### src/rtl/core/apq_pkg.sv
package apq_pkg;

  // Queue geometry
  localparam int unsigned Capacity = 64;
  localparam int unsigned AddrW    = $clog2(Capacity);
  localparam int unsigned CntW     = $clog2(Capacity + 1);
  localparam int unsigned OccW     = 7;
  localparam int unsigned DataW    = 32;

  // Request codes; code 3 falls into the default arm and is ignored
  typedef enum logic [1:0] {
    OP_ENQUEUE = 2'd0,
    OP_PEEK    = 2'd1,
    OP_DEQUEUE = 2'd2
  } opcode_e;

  // Result status codes
  typedef enum logic [1:0] {
    ST_OK    = 2'd0,
    ST_EMPTY = 2'd1,
    ST_FULL  = 2'd2
  } status_e;

  // One stored entry
  typedef struct packed {
    logic signed [DataW-1:0] value;
    logic signed [DataW-1:0] prio;
  } entry_t;

  // Commands from the controller to the datapath
  typedef struct packed {
    logic    enq_write;
    logic    scan_start;
    logic    scan_step;
    logic    shift_start;
    logic    shift_step;
    logic    cnt_dec;
    logic    res_load;
    status_e res_status;
    logic    res_best;
    logic    res_occ_inc;
    logic    res_occ_dec;
  } cmd_t;

  // Status from the datapath to the controller
  typedef struct packed {
    logic empty;
    logic full;
    logic ptr_at_end;
    logic shift_none;
  } stat_t;

endpackage

### src/rtl/core/apq_ctrl.sv
module apq_ctrl import apq_pkg::*; (
  input  logic       clk_i,
  input  logic       rst_ni,
  input  logic       start,
  input  logic [1:0] opcode_i,
  output logic       busy,
  input  stat_t      stat_i,
  output cmd_t       cmd_o
);

  typedef enum logic [3:0] {
    S_IDLE   = 4'b0001,
    S_SCAN   = 4'b0010,
    S_REPORT = 4'b0100,
    S_SHIFT  = 4'b1000
  } state_e;

  state_e state_q, state_d;
  logic   is_deq_q, is_deq_d;

  assign busy = (state_q != S_IDLE);

  // Sequencing of one request
  always_comb begin
    state_d  = state_q;
    is_deq_d = is_deq_q;
    cmd_o    = '0;
    cmd_o.res_status = ST_OK;
    unique case (state_q)
      S_IDLE: begin
        if (start) begin
          unique case (opcode_e'(opcode_i)) inside
            OP_ENQUEUE: begin
              cmd_o.res_load = 1'b1;
              if (stat_i.full) begin
                cmd_o.res_status = ST_FULL;
              end else begin
                cmd_o.enq_write   = 1'b1;
                cmd_o.res_occ_inc = 1'b1;
              end
            end
            OP_PEEK, OP_DEQUEUE: begin
              if (stat_i.empty) begin
                cmd_o.res_load   = 1'b1;
                cmd_o.res_status = ST_EMPTY;
              end else begin
                cmd_o.scan_start = 1'b1;
                is_deq_d         = (opcode_e'(opcode_i) == OP_DEQUEUE);
                state_d          = S_SCAN;
              end
            end
            default: begin
              cmd_o.res_load = 1'b1;
            end
          endcase
        end
      end
      S_SCAN: begin
        cmd_o.scan_step = 1'b1;
        if (stat_i.ptr_at_end) begin
          state_d = S_REPORT;
        end
      end
      S_REPORT: begin
        cmd_o.res_load    = 1'b1;
        cmd_o.res_best    = 1'b1;
        cmd_o.res_occ_dec = is_deq_q;
        if (!is_deq_q) begin
          state_d = S_IDLE;
        end else if (stat_i.shift_none) begin
          cmd_o.cnt_dec = 1'b1;
          state_d       = S_IDLE;
        end else begin
          cmd_o.shift_start = 1'b1;
          state_d           = S_SHIFT;
        end
      end
      S_SHIFT: begin
        cmd_o.shift_step = 1'b1;
        if (stat_i.ptr_at_end) begin
          cmd_o.cnt_dec = 1'b1;
          state_d       = S_IDLE;
        end
      end
      default: begin
        state_d = S_IDLE;
      end
    endcase
  end

  always_ff @(posedge clk_i or negedge rst_ni) begin
    if (!rst_ni) begin
      state_q  <= S_IDLE;
      is_deq_q <= 1'b0;
    end else begin
      state_q  <= state_d;
      is_deq_q <= is_deq_d;
    end
  end

  // A result is issued only when a request is taken or its scan completes
  a_res_source: assert property (@(posedge clk_i) disable iff (!rst_ni)
    cmd_o.res_load |-> (state_q == S_REPORT) || (state_q == S_IDLE && start))
    else $error("result issued outside a request");

  // Shifting only follows the report of a dequeue
  a_shift_entry: assert property (@(posedge clk_i) disable iff (!rst_ni)
    (state_q == S_SHIFT) && !$past(state_q == S_SHIFT) |-> $past(is_deq_q))
    else $error("shift entered without a dequeue");

endmodule

### config.mk
export PLATFORM = sky130hd
export DESIGN_NAME = apq_ctrl
export DESIGN_NICKNAME = d
export VERILOG_FILES = /design/src/rtl/core/apq_pkg.sv /design/src/rtl/core/apq_ctrl.sv
export SDC_FILE = /design/constraint.sdc
export NUM_CORES = 1
export LEC_CHECK = 0
export ABC_AREA = 1
export BUFFER_PORTS_ARGS = -buffer_cell sky130_fd_sc_hd__buf_2
export CAP_MARGIN = 20
export CORE_AREA = 3 3 40 42
export CTS_BUF_LIST = sky130_fd_sc_hd__clkbuf_16
export CTS_CLUSTER_SIZE = 28
export DETAILED_ROUTE_END_ITERATION = 8
export DIE_AREA = 0 0 43 45
export PLACE_DENSITY = 0.58
export SLEW_MARGIN = 0
export SYNTH_ARGS = -nofsm -noshare
export SYNTH_HDL_FRONTEND = slang
export SYNTH_SLANG_ARGS = --single-unit
### constraint.sdc
create_clock -name clk_i -period 1.7 [get_ports clk_i]
set_clock_uncertainty 0.2 [all_clocks]
set_input_delay 0.255 -clock clk_i [delete_from_list [all_inputs] [get_ports clk_i]]
set_output_delay 0.255 -clock clk_i [all_outputs]
set_load 0.01 [all_outputs]
==> results.md <==
- # DRC: 0
- Period utilization: 105%
- Cts bufs inserted: 3
- Run status: complete, but fails checks
- Max_cap viols: 0
- Die width: ~43 µm
- Register area share after synthesis: 30.4%
- Dpl cells: 95
- Worst hold path type: input port to async pin
- RePlAce Congestion: 0.787
- Starting Density: about a third
- Fin cells: roughly 110
- Net count after synthesis: 70
- Post-synth EDFFs: 0
- Synth cell types: 19
- # rows: 13
- First-pass GRT wire length: roughly 1.7 mm
- Worst r2r path cells: 5
- Reg2reg setup slack: 0.19 ns
- Arr. time, crit path: roughly 1.3 ns
- Initial DRC count: 8
- Fin. Hold Viols: 0
- Combinational share of power: between 30% and 40%
- Worst-path cell chain: nand3_4, or2_4, inv_2, buf_6
- RSZ-0062 raised after global routing: true
- Pint: 0.599 mW
- I/O Pins: 22
- CP Capture Type: output pin
- Final WL: ~1.1 mm
- Die H: about 45 µm
- Worst-path fanout max: 7
- Placeable Area: around 0.0013 mm²
- Vias in the first global route: approximately 430
- Root buf cell: clkbuf_16
- Yosys Warn Count: 0
- Grt total ovfl: 0
- Leakage: between 0.4 and 0.5 nW
- CTS tree: built
- PortBufs: 21
- Crit path time final: between 1.5 and 2 ns
- Delay-heaviest family, CP: flip-flops
- Mapped cell area: 415 µm²
- GR Util All Layers: 12.0%
- Antenna-violating nets left: 0
- Clock sinks: 5
- Setup TNS: -0.181 ns
- Final setup viols: 5
- DP HPWL: 804 µm
- Startpoint Class: flop
- #FFs+latches synth: 5
- Area Growth Syn to Fin: 72.9%
- Die ar.: between 0.0015 and 0.002 mm²
- Worst vdd ir: between 0.8 and 0.9 mV
- Mapped Avg Cell Area: about 7.2 µm²
- Worst path bufs/invs: 2
- Fmax: between 0.5 and 0.6 GHz
- Worst R2R End: is_deq_q
- Final-report max-slew violation count: 0
- Largest net degree at the start of global routing: 8
- Power share of the clock group: between 40% and 50%
- Later-pin clock latency in the skew report: about 0.23 ns
- Pwr/cell area: roughly 1200 mW/mm²
- Antenna diode count: 0
- Worst-Margin Slew: 0.213 ns
- Slew Limit Headroom: 85.7%
- Switching pwr: between 0.2 and 0.3 mW
- Layout Nets: 103
- Cells after Synth: between 50 and 60
- First-pass detailed-route iteration total: 4
- Failing checks: setup timing
- H-tree Lvls: 1
- Post-DR wirelength/cell: ~10 µm
- Critical Path RT: around 1.2 ns
- Seq pwr share: 21.8%
- Crit-path max cell delay: 0.58 ns
- RR Startpoint: state_q[0]
- Fillers: ~110
- Fraction of layout cells with a size suffix above 1: 52.2%
- Critical path class: flop to output pin
- Switch share: between 30 and 40%
- Worst-path clk slew: about 0.03 ns
- Post-route worst setup slack: -0.0787 ns
- Max clock buf depth: 2
- Crit path max-delay cell type: dfstp_2
- Vias per cell: ~4.5
- Synth async-reset ratio: 100%
- Initial antenna violation count: 0
- Top FF cell, synth: dfrtp_1
- Via count: about 470
## metal layers
metal | GRT usage (%) | share of wire (%) | vias to the layer above | wire length, µm
li1 | - | - | 248 | -
met1 | 15.1 | 43 | 208 | 456
met2 | 17.1 | 48 | 13 | 511
met3 | 1.59 | 6.2 | 4 | 66
met4 | 12.7 | 3.4 | 0 | 36
met5 | 0 | 0 | - | 0
## registers in the layout, summed over array words and instances, names as in the netlist
| register | flops |
|---|---|
| state_q | 4 |
| is_deq_q | 1 |
## power by group through the flow
stage	clock network (mW)	logic (mW)	registers [mW]
final	0.379	0.290	0.187
after global routing	0.398	0.324	0.190
after CTS	0.388	0.264	0.181
after detailed placement	0	0.211	0.182
after global placement	0	0.211	0.183
after floorplan	0	0.146	0.175
## per-stage QoR
| step | hold slack, ns | util [%] | cell area [µm²] | worst slack, ns | total power [mW] |
|---|---|---|---|---|---|
| 6_report | 0.187 | 55.9 | 718 | -0.0787 | 0.856 |
| 5_1_grt | 0.199 | 55.9 | 718 | -0.124 | 0.912 |
| 4_1_cts | 0.179 | 54.0 | 694 | -0.0591 | 0.833 |
| 3_5_place_dp | -0.127 | 42.6 | 547 | 0.0263 | 0.393 |
| 3_3_place_gp | -0.128 | 42.6 | 547 | 0.0627 | 0.393 |
| 2_1_floorplan | -0.241 | - | 415 | 0.0331 | 0.321 |
## worst max path at each step
stage | startpoint | to | slack [ns] | depth (start not counted)
floorplan | state_q[3] | cmd_o[11] | 0.03 | 4
global placement | opcode_i[0] | cmd_o[10] | 0.06 | 7
detailed placement | opcode_i[0] | cmd_o[10] | 0.03 | 7
CTS | state_q[1] | cmd_o[6] | -0.06 | 6
global route | state_q[1] | cmd_o[6] | -0.12 | 6
finish | state_q[0] | cmd_o[10] | -0.08 | 4
## Yosys cell counts, drive strengths merged (2+ instances only)
library cell	instances	area, µm²
nor4	2	12.5
ha	3	37.5
nand3	7	47.6
inv	16	60.1
o21ai	4	23.8
nand4	3	18.8
nor2	6	30.0
nand2	8	32.5
dfrtp	4	100
## timing repair
item,4_1_cts,5_1_grt
hold buffers,1,0
resized for setup,6,7
setup endpoints to repair,7,9
hold endpoints to repair,5,0
setup buffers,4,1
pin swaps,3,3
## layout make-up
type	count	area (µm²)	area share, %
multi-input combinational	36	259	36.1
timing repair buffer	29	174	24.2
sequential	5	128	17.8
clock buffer	3	75.1	10.5
inverter	16	60.1	8.36
tap	15	18.8	2.61
clock inverter	1	3.75	0.523
## layout by cell type, fill, tap and decap left out
master	netlist	final
or2_4	1	1
o21ai_0	3	2
inv_1	15	15
a21oi_1	1	1
inv_2	1	2
nand3_2	0	1
buf_2	0	20
dfrtp_1	4	3
dlygate4sd3_1	0	1
nor2_2	0	1
nor3_1	1	1
ha_1	3	3
nor4_2	0	2
nand3_4	1	1
dfrtp_2	0	1
buf_4	1	7
nand4_1	3	3
clkbuf_16	0	3
o21ai_1	0	1
buf_6	0	1
nor2_1	5	2
nand3_1	6	5
dfstp_2	1	1
nor2_4	1	3
o21ai_2	1	1
nand2_1	7	6
nand2_2	1	2
## worst register-to-register path: stages (launching register included)
cell and delay [ns]:
dfstp_2 0.58, nand3_4 0.12, or2_4 0.25, buf_4 0.15, nand2_2 0.05, o21ai_2 0.04
## cell families (layout without fill, tap and decap cells)
logic type      count (synthesis)  after routing  synth area share (%)
simple gates                   28             28                  37.4
buf+inv                        17             49                  16.3
compound gates                  5              5                  6.93
flops                           5              5                  30.4
fa+ha+maj                       3              3                  9.04
Power figures use the tool's default switching activity.
